==> src/rtl/cfp_pkg.sv <==
// Shared constants, codes and types of the CRC-checked packet FIFO.
package cfp_pkg;

  // Default geometry of the packet ring.
  localparam int unsigned PACKET_BYTES_DEF = 16;
  localparam int unsigned QUEUE_SLOTS_DEF  = 8;

  // Trailing bytes that carry the received checksum.
  localparam int unsigned CHECK_BYTES = 4;

  // Reflected CRC-32 polynomial and start value.
  localparam logic [31:0] CRC_POLY = 32'hEDB8_8320;
  localparam logic [31:0] CRC_INIT = 32'hFFFF_FFFF;

  // Slot field of a command, wide enough for the largest ring.
  localparam int unsigned SLOT_FIELD_W = 6;
  typedef logic [SLOT_FIELD_W-1:0] slot_t;

  // Request codes on the input side.
  typedef enum logic [1:0] {
    MODE_BYTE = 2'd0,
    MODE_EOT  = 2'd1,
    MODE_POP  = 2'd2
  } mode_e;

  // Result kinds.
  typedef enum logic [1:0] {
    KIND_STATUS = 2'd0,
    KIND_BYTE   = 2'd1,
    KIND_EMPTY  = 2'd2
  } kind_e;

  // Transfer status codes.
  typedef enum logic [2:0] {
    ST_OK    = 3'd0,
    ST_FULL  = 3'd1,
    ST_SHORT = 3'd2,
    ST_LONG  = 3'd3,
    ST_CRC   = 3'd4
  } status_e;

  // Commands handed from the front end to the back end.
  typedef enum logic [1:0] {
    CMD_STATUS = 2'd0,
    CMD_POP    = 2'd1,
    CMD_EMPTY  = 2'd2
  } cmd_kind_e;

  typedef struct packed {
    cmd_kind_e kind;
    status_e   status;
    slot_t     slot;
  } cmd_t;

  // One result as it sits in the output register.
  typedef struct packed {
    kind_e       kind;
    status_e     status;
    logic [7:0]  pbyte;
    logic        last;
  } result_t;

  // Back end state, one-hot.
  typedef enum logic [1:0] {
    B_IDLE   = 2'b01,
    B_STREAM = 2'b10
  } back_state_e;

  // Status reported by the back end to the front end.
  typedef struct packed {
    logic streaming;
  } back_stat_t;

endpackage

==> src/rtl/cfp_front.sv <==
// Front end: accepts requests, runs the CRC, writes bytes and issues commands.
module cfp_front #(
  parameter int unsigned PACKET_BYTES = 16,
  parameter int unsigned QUEUE_SLOTS  = 8,
  localparam int unsigned ADDR_W = $clog2(QUEUE_SLOTS * PACKET_BYTES)
) (
  input  logic                clk_i,
  input  logic                rst_ni,
  input  logic                push,
  output logic                full,
  input  logic [1:0]          mode_i,
  input  logic [7:0]          data_byte_i,
  input  logic                cmd_full_i,
  input  logic                cmd_empty_i,
  input  cfp_pkg::back_stat_t back_stat_i,
  output logic                cmd_push_o,
  output cfp_pkg::cmd_t       cmd_o,
  output logic                wr_en_o,
  output logic [ADDR_W-1:0]   wr_addr_o,
  output logic [7:0]          wr_data_o
);
  import cfp_pkg::*;

  localparam int unsigned SLOT_W = $clog2(QUEUE_SLOTS);
  localparam int unsigned CNT_W  = $clog2(PACKET_BYTES + 2);
  localparam logic [CNT_W-1:0]  CNT_FULL    = CNT_W'(PACKET_BYTES);
  localparam logic [CNT_W-1:0]  CNT_SAT     = CNT_W'(PACKET_BYTES + 1);
  localparam logic [CNT_W-1:0]  CNT_CRC_END = CNT_W'(PACKET_BYTES - CHECK_BYTES);
  localparam logic [SLOT_W-1:0] SLOT_LAST   = SLOT_W'(QUEUE_SLOTS - 1);
  localparam logic [ADDR_W-1:0] STRIDE      = ADDR_W'(PACKET_BYTES);

  // One byte step of the reflected CRC, bit by bit.
  function automatic logic [31:0] crc32_byte(logic [31:0] crc, logic [7:0] b);
    logic [31:0] c;
    c = crc ^ {24'h0, b};
    for (int i = 0; i < 8; i++) begin
      c = c[0] ? ((c >> 1) ^ CRC_POLY) : (c >> 1);
    end
    return c;
  endfunction

  logic [SLOT_W-1:0] head_q, head_d, tail_q, tail_d;
  logic [SLOT_W-1:0] head_next, tail_next;
  logic [CNT_W-1:0]  cnt_q, cnt_d;
  logic [31:0]       crc_q, crc_d, chk_q, chk_d;
  logic              accept;

  // A received byte waits while a pop may still read the packet store.
  assign full = cmd_full_i ||
                ((mode_i == MODE_BYTE) && (!cmd_empty_i || back_stat_i.streaming));
  assign accept = push && !full;

  assign head_next = (head_q == SLOT_LAST) ? '0 : head_q + 1'b1;
  assign tail_next = (tail_q == SLOT_LAST) ? '0 : tail_q + 1'b1;

  // Store write port: tail slot, current byte position.
  assign wr_addr_o = ADDR_W'(tail_q) * STRIDE + ADDR_W'(cnt_q);
  assign wr_data_o = data_byte_i;

  // Request handling.
  always_comb begin
    head_d     = head_q;
    tail_d     = tail_q;
    cnt_d      = cnt_q;
    crc_d      = crc_q;
    chk_d      = chk_q;
    wr_en_o    = 1'b0;
    cmd_push_o = 1'b0;
    cmd_o      = '{kind: CMD_STATUS, status: ST_OK, slot: '0};
    if (accept) begin
      case (mode_i)
        MODE_BYTE: begin
          if (cnt_q < CNT_FULL) begin
            wr_en_o = 1'b1;
            if (cnt_q < CNT_CRC_END) begin
              crc_d = crc32_byte(crc_q, data_byte_i);
            end else begin
              chk_d = {chk_q[23:0], data_byte_i};
            end
            cnt_d = cnt_q + 1'b1;
          end else begin
            cnt_d = CNT_SAT;
          end
        end
        MODE_EOT: begin
          cmd_push_o = 1'b1;
          if (tail_next == head_q) begin
            cmd_o.status = ST_FULL;
          end else if (cnt_q < CNT_FULL) begin
            cmd_o.status = ST_SHORT;
          end else if (cnt_q > CNT_FULL) begin
            cmd_o.status = ST_LONG;
          end else if (~crc_q != chk_q) begin
            cmd_o.status = ST_CRC;
          end else begin
            cmd_o.status = ST_OK;
            tail_d = tail_next;
          end
          cnt_d = '0;
          crc_d = CRC_INIT;
          chk_d = '0;
        end
        MODE_POP: begin
          cmd_push_o = 1'b1;
          if (head_q == tail_q) begin
            cmd_o.kind = CMD_EMPTY;
          end else begin
            cmd_o.kind = CMD_POP;
            cmd_o.slot = slot_t'(head_q);
            head_d     = head_next;
          end
        end
        default: begin
        end
      endcase
    end
  end

  // Ring pointers and transfer state.
  always_ff @(posedge clk_i or negedge rst_ni) begin
    if (!rst_ni) begin
      head_q <= '0;
      tail_q <= '0;
      cnt_q  <= '0;
      crc_q  <= CRC_INIT;
      chk_q  <= '0;
    end else begin
      head_q <= head_d;
      tail_q <= tail_d;
      cnt_q  <= cnt_d;
      crc_q  <= crc_d;
      chk_q  <= chk_d;
    end
  end

endmodule

==> src/rtl/cfp_cmd_queue.sv <==
// Two-entry command queue between the front end and the back end.
module cfp_cmd_queue (
  input  logic          clk_i,
  input  logic          rst_ni,
  input  logic          push_i,
  input  cfp_pkg::cmd_t cmd_i,
  input  logic          pop_i,
  output cfp_pkg::cmd_t cmd_o,
  output logic          full_o,
  output logic          empty_o
);
  import cfp_pkg::*;

  cmd_t       entries_q [2];
  logic       wr_ptr_q, rd_ptr_q;
  logic [1:0] count_q;
  logic       do_push, do_pop;

  assign full_o  = (count_q == 2'd2);
  assign empty_o = (count_q == 2'd0);
  assign do_push = push_i && !full_o;
  assign do_pop  = pop_i && !empty_o;
  assign cmd_o   = entries_q[rd_ptr_q];

  // Entry storage.
  always_ff @(posedge clk_i) begin
    if (do_push) begin
      entries_q[wr_ptr_q] <= cmd_i;
    end
  end

  // Pointers and fill level.
  always_ff @(posedge clk_i or negedge rst_ni) begin
    if (!rst_ni) begin
      wr_ptr_q <= 1'b0;
      rd_ptr_q <= 1'b0;
      count_q  <= 2'd0;
    end else begin
      if (do_push) begin
        wr_ptr_q <= ~wr_ptr_q;
      end
      if (do_pop) begin
        rd_ptr_q <= ~rd_ptr_q;
      end
      if (do_push && !do_pop) begin
        count_q <= count_q + 2'd1;
      end else if (do_pop && !do_push) begin
        count_q <= count_q - 2'd1;
      end
    end
  end

endmodule

==> src/rtl/cfp_back.sv <==
// Back end: packet store, pop streaming and the output register.
module cfp_back #(
  parameter int unsigned PACKET_BYTES = 16,
  parameter int unsigned QUEUE_SLOTS  = 8,
  localparam int unsigned ADDR_W = $clog2(QUEUE_SLOTS * PACKET_BYTES)
) (
  input  logic                clk_i,
  input  logic                rst_ni,
  input  logic                wr_en_i,
  input  logic [ADDR_W-1:0]   wr_addr_i,
  input  logic [7:0]          wr_data_i,
  input  cfp_pkg::cmd_t       cmd_i,
  input  logic                cmd_empty_i,
  output logic                cmd_pop_o,
  output cfp_pkg::back_stat_t back_stat_o,
  input  logic                pop,
  output logic                empty,
  output logic [1:0]          kind_o,
  output logic [2:0]          status_o,
  output logic [7:0]          packet_byte_o,
  output logic                last_o
);
  import cfp_pkg::*;

  localparam int unsigned SLOT_W = $clog2(QUEUE_SLOTS);
  localparam int unsigned IDX_W  = $clog2(PACKET_BYTES);
  localparam int unsigned DEPTH  = QUEUE_SLOTS * PACKET_BYTES;
  localparam logic [IDX_W-1:0]  IDX_LAST = IDX_W'(PACKET_BYTES - 1);
  localparam logic [ADDR_W-1:0] STRIDE   = ADDR_W'(PACKET_BYTES);

  logic [7:0]        mem_q [DEPTH];
  back_state_e       state_q, state_d;
  logic [IDX_W-1:0]  idx_q, idx_d;
  logic [SLOT_W-1:0] slot_q, slot_d;
  logic              rd_v_q, rd_v_d, rd_last_q, rd_last_d, rd_issue;
  logic [7:0]        rd_data_q;
  logic [ADDR_W-1:0] rd_addr;
  logic              out_valid_q, out_valid_d, out_load, out_free;
  result_t           out_q, out_d;

  assign rd_addr  = ADDR_W'(slot_q) * STRIDE + ADDR_W'(idx_q);
  assign out_free = !out_valid_q || pop;

  // Packet store with a registered read.
  always_ff @(posedge clk_i) begin
    if (wr_en_i) begin
      mem_q[wr_addr_i] <= wr_data_i;
    end
    if (rd_issue) begin
      rd_data_q <= mem_q[rd_addr];
    end
  end

  // Command execution and result selection.
  always_comb begin
    state_d   = state_q;
    idx_d     = idx_q;
    slot_d    = slot_q;
    rd_v_d    = rd_v_q;
    rd_last_d = rd_last_q;
    rd_issue  = 1'b0;
    cmd_pop_o = 1'b0;
    out_load  = 1'b0;
    out_d     = out_q;

    // A fetched byte moves on as soon as the output register frees up.
    if (rd_v_q && out_free) begin
      out_load = 1'b1;
      out_d    = '{kind: KIND_BYTE, status: ST_OK, pbyte: rd_data_q, last: rd_last_q};
      rd_v_d   = 1'b0;
    end

    case (state_q)
      B_IDLE: begin
        if (!cmd_empty_i && !rd_v_q) begin
          if (cmd_i.kind == CMD_POP) begin
            cmd_pop_o = 1'b1;
            state_d   = B_STREAM;
            slot_d    = SLOT_W'(cmd_i.slot);
            idx_d     = '0;
          end else if (out_free) begin
            cmd_pop_o = 1'b1;
            out_load  = 1'b1;
            if (cmd_i.kind == CMD_EMPTY) begin
              out_d = '{kind: KIND_EMPTY, status: ST_OK, pbyte: 8'h00, last: 1'b1};
            end else begin
              out_d = '{kind: KIND_STATUS, status: cmd_i.status, pbyte: 8'h00,
                        last: 1'b1};
            end
          end
        end
      end
      B_STREAM: begin
        if (!rd_v_q || out_free) begin
          rd_issue  = 1'b1;
          rd_v_d    = 1'b1;
          rd_last_d = (idx_q == IDX_LAST);
          idx_d     = idx_q + 1'b1;
          if (idx_q == IDX_LAST) begin
            state_d = B_IDLE;
          end
        end
      end
      default: begin
        state_d = B_IDLE;
      end
    endcase

    if (out_load) begin
      out_valid_d = 1'b1;
    end else if (pop) begin
      out_valid_d = 1'b0;
    end else begin
      out_valid_d = out_valid_q;
    end
  end

  // Control state.
  always_ff @(posedge clk_i or negedge rst_ni) begin
    if (!rst_ni) begin
      state_q     <= B_IDLE;
      rd_v_q      <= 1'b0;
      out_valid_q <= 1'b0;
    end else begin
      state_q     <= state_d;
      rd_v_q      <= rd_v_d;
      out_valid_q <= out_valid_d;
    end
  end

  // Payload registers.
  always_ff @(posedge clk_i) begin
    idx_q     <= idx_d;
    slot_q    <= slot_d;
    rd_last_q <= rd_last_d;
    if (out_load) begin
      out_q <= out_d;
    end
  end

  assign back_stat_o.streaming = (state_q == B_STREAM);
  assign empty         = !out_valid_q;
  assign kind_o        = out_q.kind;
  assign status_o      = out_q.status;
  assign packet_byte_o = out_q.pbyte;
  assign last_o        = out_q.last;

endmodule

==> src/rtl/crc_checked_packet_fifo_top.sv <==
// Top level of the CRC-checked packet FIFO.
//
//   Channel   Handshake         Payload
//   request   push / full       mode_i, data_byte_i
//   result    empty / pop       kind_o, status_o, packet_byte_o, last_o
//
// A request is taken while full is low; a status or empty result then passes through the
// command queue and the output register. A stored packet's PACKET_BYTES results leave one
// per cycle while the result side pops, through the store's registered read port.
// Received bytes are held off (full) while any command waits or a pop still reads the store.
// Every request is held off while the two-entry command queue is full.
// Reset is asynchronous; the packet store needs no clearing pass.
module crc_checked_packet_fifo_top #(
  parameter int unsigned PACKET_BYTES = cfp_pkg::PACKET_BYTES_DEF,
  parameter int unsigned QUEUE_SLOTS  = cfp_pkg::QUEUE_SLOTS_DEF
) (
  input  logic       clk_i,
  input  logic       rst_ni,
  input  logic       push,
  output logic       full,
  input  logic [1:0] mode_i,
  input  logic [7:0] data_byte_i,
  output logic       empty,
  input  logic       pop,
  output logic [1:0] kind_o,
  output logic [2:0] status_o,
  output logic [7:0] packet_byte_o,
  output logic       last_o
);
  import cfp_pkg::*;

  localparam int unsigned ADDR_W = $clog2(QUEUE_SLOTS * PACKET_BYTES);

  cmd_t              cmd_in, cmd_out;
  logic              cmd_push, cmd_pop, cmd_full, cmd_empty;
  back_stat_t        back_stat;
  logic              wr_en;
  logic [ADDR_W-1:0] wr_addr;
  logic [7:0]        wr_data;

  // Request side.
  cfp_front #(
    .PACKET_BYTES(PACKET_BYTES),
    .QUEUE_SLOTS (QUEUE_SLOTS)
  ) u_front (
    .clk_i      (clk_i),
    .rst_ni     (rst_ni),
    .push       (push),
    .full       (full),
    .mode_i     (mode_i),
    .data_byte_i(data_byte_i),
    .cmd_full_i (cmd_full),
    .cmd_empty_i(cmd_empty),
    .back_stat_i(back_stat),
    .cmd_push_o (cmd_push),
    .cmd_o      (cmd_in),
    .wr_en_o    (wr_en),
    .wr_addr_o  (wr_addr),
    .wr_data_o  (wr_data)
  );

  // Decoupling queue.
  cfp_cmd_queue u_queue (
    .clk_i  (clk_i),
    .rst_ni (rst_ni),
    .push_i (cmd_push),
    .cmd_i  (cmd_in),
    .pop_i  (cmd_pop),
    .cmd_o  (cmd_out),
    .full_o (cmd_full),
    .empty_o(cmd_empty)
  );

  // Result side.
  cfp_back #(
    .PACKET_BYTES(PACKET_BYTES),
    .QUEUE_SLOTS (QUEUE_SLOTS)
  ) u_back (
    .clk_i        (clk_i),
    .rst_ni       (rst_ni),
    .wr_en_i      (wr_en),
    .wr_addr_i    (wr_addr),
    .wr_data_i    (wr_data),
    .cmd_i        (cmd_out),
    .cmd_empty_i  (cmd_empty),
    .cmd_pop_o    (cmd_pop),
    .back_stat_o  (back_stat),
    .pop          (pop),
    .empty        (empty),
    .kind_o       (kind_o),
    .status_o     (status_o),
    .packet_byte_o(packet_byte_o),
    .last_o       (last_o)
  );

endmodule

==> config.mk <==
export PLATFORM = sky130hd
export DESIGN_NAME = crc_checked_packet_fifo_top
export DESIGN_NICKNAME = d
export VERILOG_FILES = /design/src/rtl/cfp_pkg.sv /design/src/rtl/cfp_front.sv /design/src/rtl/cfp_cmd_queue.sv /design/src/rtl/cfp_back.sv /design/src/rtl/crc_checked_packet_fifo_top.sv
export SDC_FILE = /design/constraint.sdc
export NUM_CORES = 1
export LEC_CHECK = 0
export BUFFER_PORTS_ARGS = -buffer_cell sky130_fd_sc_hd__buf_2
export CELL_PAD_IN_SITES_DETAIL_PLACEMENT = 0
export CELL_PAD_IN_SITES_GLOBAL_PLACEMENT = 1
export CORE_ASPECT_RATIO = 0.8
export CORE_MARGIN = 2
export CORE_UTILIZATION = 40
export CTS_BUF_LIST = sky130_fd_sc_hd__clkbuf_4 sky130_fd_sc_hd__clkbuf_8
export CTS_CLUSTER_SIZE = 25
export DETAILED_ROUTE_END_ITERATION = 8
export GPL_TIMING_DRIVEN = 1
export HOLD_SLACK_MARGIN = 0.12
export PLACE_DENSITY_LB_ADDON = 0.1
export SLEW_MARGIN = 20
export SYNTH_ARGS = -nofsm -noshare
export SYNTH_HDL_FRONTEND = slang
export SYNTH_SLANG_ARGS = --single-unit
==> constraint.sdc <==
create_clock -name clk_i -period 3.8 [get_ports clk_i]
set_input_delay 0.76 -clock clk_i [delete_from_list [all_inputs] [get_ports clk_i]]
set_output_delay 0.76 -clock clk_i [all_outputs]
set_load 0.02 [all_outputs]
Yosys cells after proc, flatten, opt, wreduce, memory -nomap -nowiden
Memories as Yosys holds them, arrays and structs flattened. A register that Yosys moved wholly into a read port is not among the register bits.
Index checks and enable logic that the tools add are counted.
Widths: inputs -> output; s select.
{"block": "totals", "register_bits": 105, "ramBits": 1046, "word_cells": 173, "mem_count": 2}
{"block": "classes", "n_addsub": 8, "n_lt_le_gt_ge": 3, "eq_ne": 20, "mux": 70, "bitwise": 17, "n_reduce_logical": 35}
{"name": "u_back.mem_q", "words": 128, "word_bits": 8, "read_ports": 1, "rd_clocked_by_memory_dff": 1, "write_ports": 1, "line": "cfp_back.sv:31", "source": "logic [7:0] mem_q [DEPTH];"}
{"name": "u_queue.entries_q", "words": 2, "word_bits": 11, "read_ports": 1, "rd_clocked_by_memory_dff": 0, "write_ports": 1, "line": "cfp_cmd_queue.sv:14", "source": "cmd_t entries_q [2];"}
{"op": "$mux 32", "count": 12}
{"op": "$pmux 32 s2", "count": 2}
{"op": "$not 13->14", "count": 8}
{"op": "$mux 14", "count": 6}
{"op": "$ne 32x32->1", "count": 1}
{"op": "$not 32->32", "count": 1}
{"op": "$xor 32x8->32", "count": 1}
{"op": "$mux 1", "count": 25}
{"op": "$mux 3", "count": 8}
{"op": "$mux 2", "count": 8}
{"op": "$reduce_and 4->1", "count": 4}
{"op": "$mux 4", "count": 3}
{"op": "$mux 11", "count": 1}
{"op": "$pmux 5 s2", "count": 1}
{"op": "$eq 2x2->1 const B", "count": 4}
{"op": "$logic_and 1x1->1", "count": 8}
{"op": "$ne 2x1->1 const B", "count": 4}
{"op": "$pmux 4 s2", "count": 1}
{"op": "$reduce_bool 2->1", "count": 4}
{"op": "$add 7x4->7", "count": 1}
{"op": "$add 7x5->7", "count": 1}
{"op": "$logic_not 1->1", "count": 7}
{"op": "$not 1->1", "count": 7}
{"op": "$add 3x1->3 const B", "count": 2}
{"op": "other kinds (21)", "count": 33}

Logic depth before layout (Yosys ltp)
Gate-level depths: netlist of run 1.
{"block": "logic_depth", "depth_word": 20, "mapped_depth": 11, "ltp_nobuf": 10}

Hierarchy
A second synthesis of run 1 with hierarchy kept.
{"block": "unflattened", "cells_unflattened": 2265, "hier_area_um2": 46529.6}
{"module": "cfp_back", "instances": 1, "cells_each": 1735, "area_each_um2": 40921.7, "seq_area_each_um2": 31751.7}
{"module": "cfp_front", "instances": 1, "cells_each": 477, "area_each_um2": 4616.9, "seq_area_each_um2": 1916.8}
{"module": "cfp_cmd_queue", "instances": 1, "cells_each": 53, "area_each_um2": 991.0, "seq_area_each_um2": 760.7}

Worst setup path before layout of run 1
Ideal clock, no wire load.
{"block": "synth_timing", "path_kind": "input -> register", "from": "in mode_i[0]", "to": "mem u_back.mem_q[62][0], enable pin", "arrival_ns": 2.582, "slack_ns": 0.847, "stages": 8, "cell_sequence": "inv_1 > ha_1 > o21ai_1 > nand3_1 > nor4_2 > nand3_1 > clkbuf_1 > nor2_1"}
{"block": "synth_between", "elab_chain_cells": 8, "word_cells_on_any_way": 9, "classes_between": "4 x mux; 5 x reduce/logical"}
{"element": "start, declared", "line": "crc_checked_packet_fifo_top.sv:21", "source": "input logic [1:0] mode_i,"}
{"element": "$logic_not 2->1 (*)", "line": "cfp_front.sv:50, cfp_front.sv:71"}
{"element": "$logic_and 1x1->1", "line": "cfp_front.sv:50", "source": "((mode_i == MODE_BYTE) && (!cmd_empty_i || back_stat_i.streaming));"}
{"element": "$logic_or 1x1->1", "line": "cfp_front.sv:49", "source": "assign full = cmd_full_i ||"}
{"element": "$logic_not 1->1", "line": "cfp_front.sv:51", "source": "assign accept = push && !full;"}
{"element": "$logic_and 1x1->1", "line": "cfp_front.sv:51"}
{"element": "$mux 1 (*)", "line": "cfp_front.sv:70", "source": "if (accept) begin"}
{"element": "$mux 1 (*)", "line": "cfp_back.sv:46", "source": "if (wr_en_i) begin"}
{"element": "$mux 1 (not written as such) (*)", "line": "cfp_back.sv:47", "source": "mem_q[wr_addr_i] <= wr_data_i;"}
{"element": "end, declared", "line": "cfp_back.sv:31"}
Mark *: on every way between the ends. The rest lies on a longest branch, timed or not.

Worst setup path in the final report of run 1
{"block": "layout_timing", "from": "reg u_back.idx_q[0]", "to": "reg u_back.rd_data_q[4] (read register of u_back.mem_q), data pin"}
{"block": "layout_between", "elab_chain_cells": 1}
{"element": "start, declared", "line": "cfp_back.sv:33", "source": "logic [IDX_W-1:0] idx_q, idx_d;"}
{"element": "start signal, assigned", "line": "cfp_back.sv:133", "source": "idx_q <= idx_d;"}
{"element": "$add 7x4->7", "line": "cfp_back.sv:41", "source": "assign rd_addr = ADDR_W'(slot_q) * STRIDE + ADDR_W'(idx_q);"}
{"element": "end, declared", "line": "cfp_back.sv:36", "source": "logic [7:0] rd_data_q;"}
No other way between the ends.
A chain may end at the register's enable or synchronous reset.

==> results of run 1 <==
## metal layers
metal,vias to the layer above,wire (µm),track usage [%]
li1,10700,-,-
met1,12900,58400,31.8
met2,736,58100,32.8
met3,158,7630,4.47
met4,0,2090,5.58
met5,-,0,0
## metrics by stage
step / std cells / worst slack (ps) / hold slack [ps]
floorplan: 2520 / 847 / 461
global placement: 4188 / 493 / 480
detailed placement: 4188 / 504 / 481
CTS: 4511 / 471 / 123
global route: 4513 / 291 / 134
finish: 4516 / 488 / 178
## sequential cells by signal, indices dropped and copies added, names as in the netlist, 4 cells and up
| name | count |
|---|---|
| u_back.mem_q | 1024 |
| u_front.chk_q | 32 |
| u_front.crc_q | 32 |
| u_queue.entries_q | 16 |
| u_back.packet_byte_o | 8 |
| u_back.rd_data_q | 8 |
| u_front.cnt_q | 5 |
| u_back.idx_q | 4 |
## power breakdown
group          internal (mW)  leakage, nW  switching, mW
clock network           5.32         1.83           4.87
logic                   3.91         5.40           5.43
registers               14.6         10.6          0.592
## cell families after synthesis
kind of cell / count (synthesis)
AOI/OAI and AO/OA: 279
xor gates and xnor gates: 118
adders and majority gates: 12
buffers and inverters: 142
DFF: 1153
muxes: 385
and+or+nand+nor: 431
## critical path: cells and delay by family (launching register included)
kind / cells / cell delay, ps
buf+inv: 3 / 650
compound gates: 4 / 1220
simple gates: 1 / 70
mux: 1 / 550
flops: 1 / 470
## worst max-delay path by stage
stage                          startpoint                  end  slack (ps)
final                     u_back.idx_q[0]  u_back.rd_data_q[4]         490
after floorplan                 mode_i[0]  u_back.mem_q[62][0]         850
after CTS                 u_back.idx_q[0]  u_back.rd_data_q[1]         470
after detailed placement  u_back.idx_q[0]  u_back.rd_data_q[1]         500
after global routing      u_back.idx_q[0]  u_back.rd_data_q[1]         290
after global placement    u_back.idx_q[0]  u_back.rd_data_q[4]         490
## layout make-up
class / count / area [µm²]
antenna: 5 / 12.5
fill: 9853 / 61500
clock buffer: 262 / 3160
clock inverter: 59 / 290
sequential: 1153 / 34200
tap: 1525 / 1910
timing repair buffer: 274 / 2290
multi-input combinational: 1225 / 11500
inverter: 13 / 48.8
## placed cells by master (no fill, tap or decap), types with 36 or more instances in the layout
master	Yosys	routed
buf_4	20	230
mux2i_1	169	169
edfxtp_1	1070	1070
o221ai_1	41	41
nor2_1	215	214
nand2_1	88	88
o21ai_0	55	55
xnor2_1	86	86
dfrtp_1	50	50
a21oi_1	92	92
clkbuf_8	0	191
nand2b_1	36	36
mux4_2	204	204
clkbuf_4	0	71
## what timing repair did
action / 4_1_cts / 5_1_grt
hold buffers: 2 / 0
buffers inserted: 0 / 0
resized for setup: 0 / 0
endpoints found under the hold margin: 22 / 0
setup endpoints to repair: 0 / 0
==> summary.md, run 1 <==
| Metric | Value |
|---|---|
| Rows | `111` |
| Wire length per cell | `27.9 µm` |
| Unique masters post-synth | `65` |
| Worst EP required | `4420 ps` |
| Synth Area in Compound Gates | `3.87%` |
| Die H | `309 µm` |
| CTS tree | `done` |
| Worst path max stage delay | `550 ps` |
| Fin nets | `2872` |
| Vias in the first global route | `25300` |
| CP arrival | `3930 ps` |
| Final Power | `34.8 mW` |
| Worst clock skew | `46.5 ps` |
| Commonest cells post-synth | `edfxtp_1, nor2_1, mux4_2` |
| Clock-pin slew on the worst setup and hold paths | `60 ps` |
| Num Clock Sinks | `1153` |
| Post-synth EDFFs | `1070` |
| Top_reg_cell synth | `edfxtp_1` |
| Global-route usage over all layers | `21.6%` |
| Fin crit period | `3310 ps` |
| Routability cong. | `0.796` |
| First-pass GRT wire length | `183000 µm` |
| Die Wd | `385 µm` |
| Slew @ Worst Pin | `980 ps` |
| Max VDD drop | `0.349 mV` |
| Avg Cell Area, Syn | `18.5 µm²` |
| CP endpoint kind | `flop` |
| Top cell type's share of synthesized area | `69.0%` |
| Max-cap viol count | `0` |
| Post-synthesis simple-gate area fraction | `4.17%` |
| Starting DRT DRC Count | `2167` |
| Die ar. | `119000 µm²` |
| Part of the Yosys area used for sequential elements | `73.6%` |
| Pwr Density | `650 nW/µm²` |
| CP startpoint kind | `flop` |
| DP Area | `50000 µm²` |
| Grt ovf | `0` |
| Core Region | `115000 µm²` |
| WS Path Type | `reg -> reg` |
| Clock insertion delay at the later pin of the skew report | `910 ps` |
| Antenna-violating nets left | `0` |
| End-of-flow core utilization | `46.5%` |
| Min-Delay Path Class | `in -> reg` |
| Via density | `5.42` |
| Status | `finished, final reports clean` |
| Crit-path max FO | `43` |
| Synth Instances | `2520` |
| Slew Viols, Final | `0` |
| Drc violations | `0` |
| Starting Density | `40.5%` |
| Crit path top cell by count | `buf_4` |
| Via count | `24500` |
| Yosys reg bits | `1153` |
| Largest family of logic cells by synthesized area | `multiplexers` |
| HPWL after DPL | `77300 µm` |
| Yosys top cell by area | `edfxtp_1` |
| Max Root-Sink Buffers | `3` |
| Cell Area, Synth | `46500 µm²` |
| Synth area leaders | `edfxtp_1, mux4_2, mux2i_1` |
| Crit-path cells | `buf_4, buf_12, mux4_2, a22o_1, a211oi_1, a21oi_1, a32oi_1, buf_4, nand3_1` |
| Hold Violations, Final | `0` |
| Clock root buffer | `clkbuf_8` |
| I/O pin count | `30` |
| IO buf count | `29` |
| Setup TNS | `0 ps` |
| Largest net degree at the start of global routing | `130` |
| Rel. slew slack | `34.6%` |
| RR Startpoint | `u_back.idx_q[0]` |
| Area Overhead vs Synth | `14.9%` |
| Slowest-stage cell, CP | `mux4_2` |
| DRT Wirelength | `126000 µm` |
| FMAX | `0.302 GHz` |
| Worst R2R Path Depth | `9` |
| Post-synthesis xor/xnor area fraction | `2.53%` |
| Worst reg-to-reg setup slack | `490 ps` |
| Period utilization | `87.1%` |
| Leakage | `17.9 nW` |
| FFs w/ async S/R, synth | `7.20%` |
| Detailed Routing Iterations Pass 1 | `5` |
| Mux cell area share after synthesis | `13.8%` |
| Initial antenna violation count | `3` |
| Adder-Cell Fraction of Synth Area | `0.323%` |
| Post-route design area | `53500 µm²` |
| Fraction of layout cells with a size suffix above 1 | `27.9%` |
| H-tree depth | `4` |
| Final setup vio count | `0` |
| RSZ-0062 raised after global routing | `no` |
| Hold_sp | `data_byte_i[5]` |
| CTS buffer count | `179` |
| WHS Endpoint | `u_back.mem_q[5][5]` |
| Most common cell in the netlist | `edfxtp_1` |
| Syn_nets | `2546` |
| Cell depth of the worst min-delay path | `1` |
| Reg-to-reg endpoint | `u_back.rd_data_q[4]` |
| Syn. warnings | `0` |
No activity file was read; power rests on OpenSTA's default activity.
==> run 2: changes to the inputs <==
--- a/config.mk
+++ b/config.mk
@@ -5,6 +5,7 @@
 export SDC_FILE = /design/constraint.sdc
 export NUM_CORES = 1
 export LEC_CHECK = 0
+export ABC_AREA = 1
 export BUFFER_PORTS_ARGS = -buffer_cell sky130_fd_sc_hd__buf_2
 export CELL_PAD_IN_SITES_DETAIL_PLACEMENT = 0
 export CELL_PAD_IN_SITES_GLOBAL_PLACEMENT = 1
==> summary.md, run 2 <==
| Metric | Value |
|---|---|
| FFs w/ async S/R, synth | `7.20%` |
| Area of the multi-input gates | `13100 µm²` |
| Crit-path max FO | `194` |
| Slew Viols, Final | `0` |
| Area Overhead vs Synth | `12.3%` |
| Detailed Routing Iterations Pass 1 | `6` |
| Hold Violations, Final | `0` |
| Core Region | `123000 µm²` |
| Max reg flops | `1024` |
| CTS tree | `done` |
| Leakage | `22.1 nW` |
| RSZ-0062 raised after global routing | `no` |
| Synth Instances | `4770` |
| Wl on met1 | `72200 µm` |
| Worst path max stage delay | `680 ps` |
| Yosys top cell by area | `edfxtp_1` |
| Rel. slew slack | `28.0%` |
| Top Registers | `u_back.mem_q (1024), u_front.chk_q (32), u_front.crc_q (32)` |
| CP endpoint kind | `flop` |
| Max Root-Sink Buffers | `3` |
| Wire length per cell | `22.4 µm` |
| Initial antenna violation count | `5` |
| Setup bufs post-CTS | `0` |
| Routability cong. | `0.813` |
| Min-Delay Path Class | `in -> reg` |
| FF/Latch Area | `34200 µm²` |
| Clock root buffer | `clkbuf_8` |
| FMAX | `0.311 GHz` |
| WS Path Type | `reg -> reg` |
| H-tree depth | `4` |
| Unique masters post-synth | `39` |
| Die ar. | `128000 µm²` |
| I/O pin count | `30` |
| Fin nets | `4911` |
| Num Clock Sinks | `1153` |
| Commonest non-fill, non-tap cell in the layout | `nand2_1` |
| Setup TNS | `0 ps` |
| PostCTS Resize Cnt | `0` |
| CTS buffer count | `185` |
| Part of the Yosys area used for sequential elements | `68.6%` |
| First-pass GRT wire length | `219000 µm` |
| Final Power | `37.2 mW` |
| Period utilization | `84.6%` |
| Max-cap viol count | `0` |
| Cell Area, Synth | `49900 µm²` |
| # hold bufs at CTS | `6` |
| Crit-path cells | `inv_16, buf_4, nand2_1, nand3_1, and3_1, nor2_1, nand2_1, nand3_1, nand2_1, nand2_1, nand2_1` |
| Post-synth EDFFs | `1070` |
| Pwr Density | `663 nW/µm²` |
| Grt ovf | `0` |
| HPWL after DPL | `87700 µm` |
| CP startpoint kind | `flop` |
| Starting Density | `40.5%` |
| Top cell type's share of synthesized area | `64.4%` |
| Crit path top cell by count | `nand2_1` |
| Slowest-stage cell, CP | `edfxtp_1` |
| Via count | `33600` |
| Clock insertion delay at the later pin of the skew report | `910 ps` |
| Max VDD drop | `0.395 mV` |
| Worst clock skew | `30.3 ps` |
| DRT Wirelength | `150000 µm` |
| Die Wd | `399 µm` |
| DR top layer | `met5` |
| Clock-pin slew on the worst setup and hold paths | `60 ps` |
| # fillers | `11800` |
| CP arrival | `3870 ps` |
| Largest net degree at the start of global routing | `195` |
| Final setup vio count | `0` |
| Commonest cells post-synth | `nand2_1, edfxtp_1, nand3_1` |
| Slew @ Worst Pin | `1080 ps` |
| Die H | `320 µm` |
| Top_reg_cell synth | `edfxtp_1` |
| Fraction of layout cells with a size suffix above 1 | `10.3%` |
| Top reg by flops | `u_back.mem_q` |
| Avg Cell Area, Syn | `10.5 µm²` |
| IO buf count | `29` |
| Vias in the first global route | `33100` |
| Syn_nets | `4796` |
| Rows | `115` |
| Yosys reg bits | `1153` |
| Starting DRT DRC Count | `3163` |
| Drc violations | `0` |
| Worst EP required | `4460 ps` |
| Final std cells w/o fill | `6671` |
| Dpl cells | `6330` |
| Antenna-violating nets left | `0` |
| Met2 wire length | `64100 µm` |
| Crit path buffers/inverters | `2` |
| Fin crit period | `3210 ps` |
| Status | `finished, final reports clean` |
| Most common cell in the netlist | `nand2_1` |
| Via density | `5.03` |
| Commonest cells after routing, fill and taps aside | `nand2_1, edfxtp_1, nand3_1` |
| Crit path max-delay family | `simple AND/OR/NAND/NOR gates` |
| Metal3 WL | `10600 µm` |
| Synth area leaders | `edfxtp_1, nand2_1, nand3_1` |
| Global-route usage over all layers | `23.6%` |
| Syn. warnings | `0` |
[run 2: cell count changes in the layout (fill, tap and decap cells not counted), moves of 44 or more]
cell,change
nand3_1,+544
xnor2_1,-71
buf_4,-117
nor2_1,+333
mux4_2,-204
mux2i_1,-165
o21ai_0,+122
xor2_1,+44
inv_1,+353
nand2_1,+1354
[run 2: per-stage QoR]
stage / hold WS (ps) / area (µm²) / setup slack [ps] / util [%]
6_report: 243 / 56100 / 587 / 45.5
3_3_place_gp: 485 / 52300 / 514 / 42.4
4_1_cts: 160 / 56100 / 648 / 45.5
3_5_place_dp: 489 / 52300 / 440 / 42.4
5_1_grt: 206 / 56100 / 468 / 45.5
2_1_floorplan: 463 / 49900 / 1070 / -
[run 2: cell type report]
| type | instances | share of cell area [%] |
|---|---|---|
| multi-input cells | 3000 | 23.4 |
| diodes | 3 | 0.0134 |
| repair buffers | 170 | 2.78 |
| clock inverters | 74 | 0.984 |
| clock buffers | 258 | 5.57 |
| well taps | 1638 | 3.65 |
| inverters | 375 | 2.55 |
| flip-flops and latches | 1153 | 61.1 |
[run 2: final timing paths]
path                               startpoint             endpoint  slack, ps  cells past startpoint
hold reg to reg            u_queue.count_q[1]   u_queue.count_q[1]        490                      1
min in group asynchronous              rst_ni   u_back.out_valid_q        480                      2
setup reg to reg              u_back.idx_q[0]  u_back.rd_data_q[4]        590                     11
hold / removal                 data_byte_i[7]   u_back.mem_q[4][7]        240                      1
max in group asynchronous              rst_ni     u_front.crc_q[1]       2350                      3
setup / recovery              u_back.idx_q[0]  u_back.rd_data_q[4]        590                     11
[run 2: worst register-to-register path, delay by kind of cell, from the launching register on]
kind | cells | cell delay [ps]
flip-flops | 1 | 680
AND/OR/NAND/NOR | 9 | 1260
buffers and inverters | 2 | 1010
[run 2: cells by family after synthesis]
logic type / synth area share, %
AOI/OAI and AO/OA: 2.82
buffers and inverters: 5.17
DFF: 68.6
adders and majority gates: 0.301
muxes: 0.0802
and+or+nand+nor: 21.6
xor gates and xnor gates: 1.38
[run 2: where the power goes]
part	internal [mW]	total, mW	switching, mW
logic	3.16	11.0	7.89
registers	14.7	15.3	0.630
clock network	5.84	10.8	5.01
[run 2: routing by layer]
layer | track usage (%) | vias up
li1 | - | 16100
met1 | 35.5 | 16300
met2 | 34.0 | 976
met3 | 5.57 | 199
met4 | 6.29 | 2
met5 | 0 | -
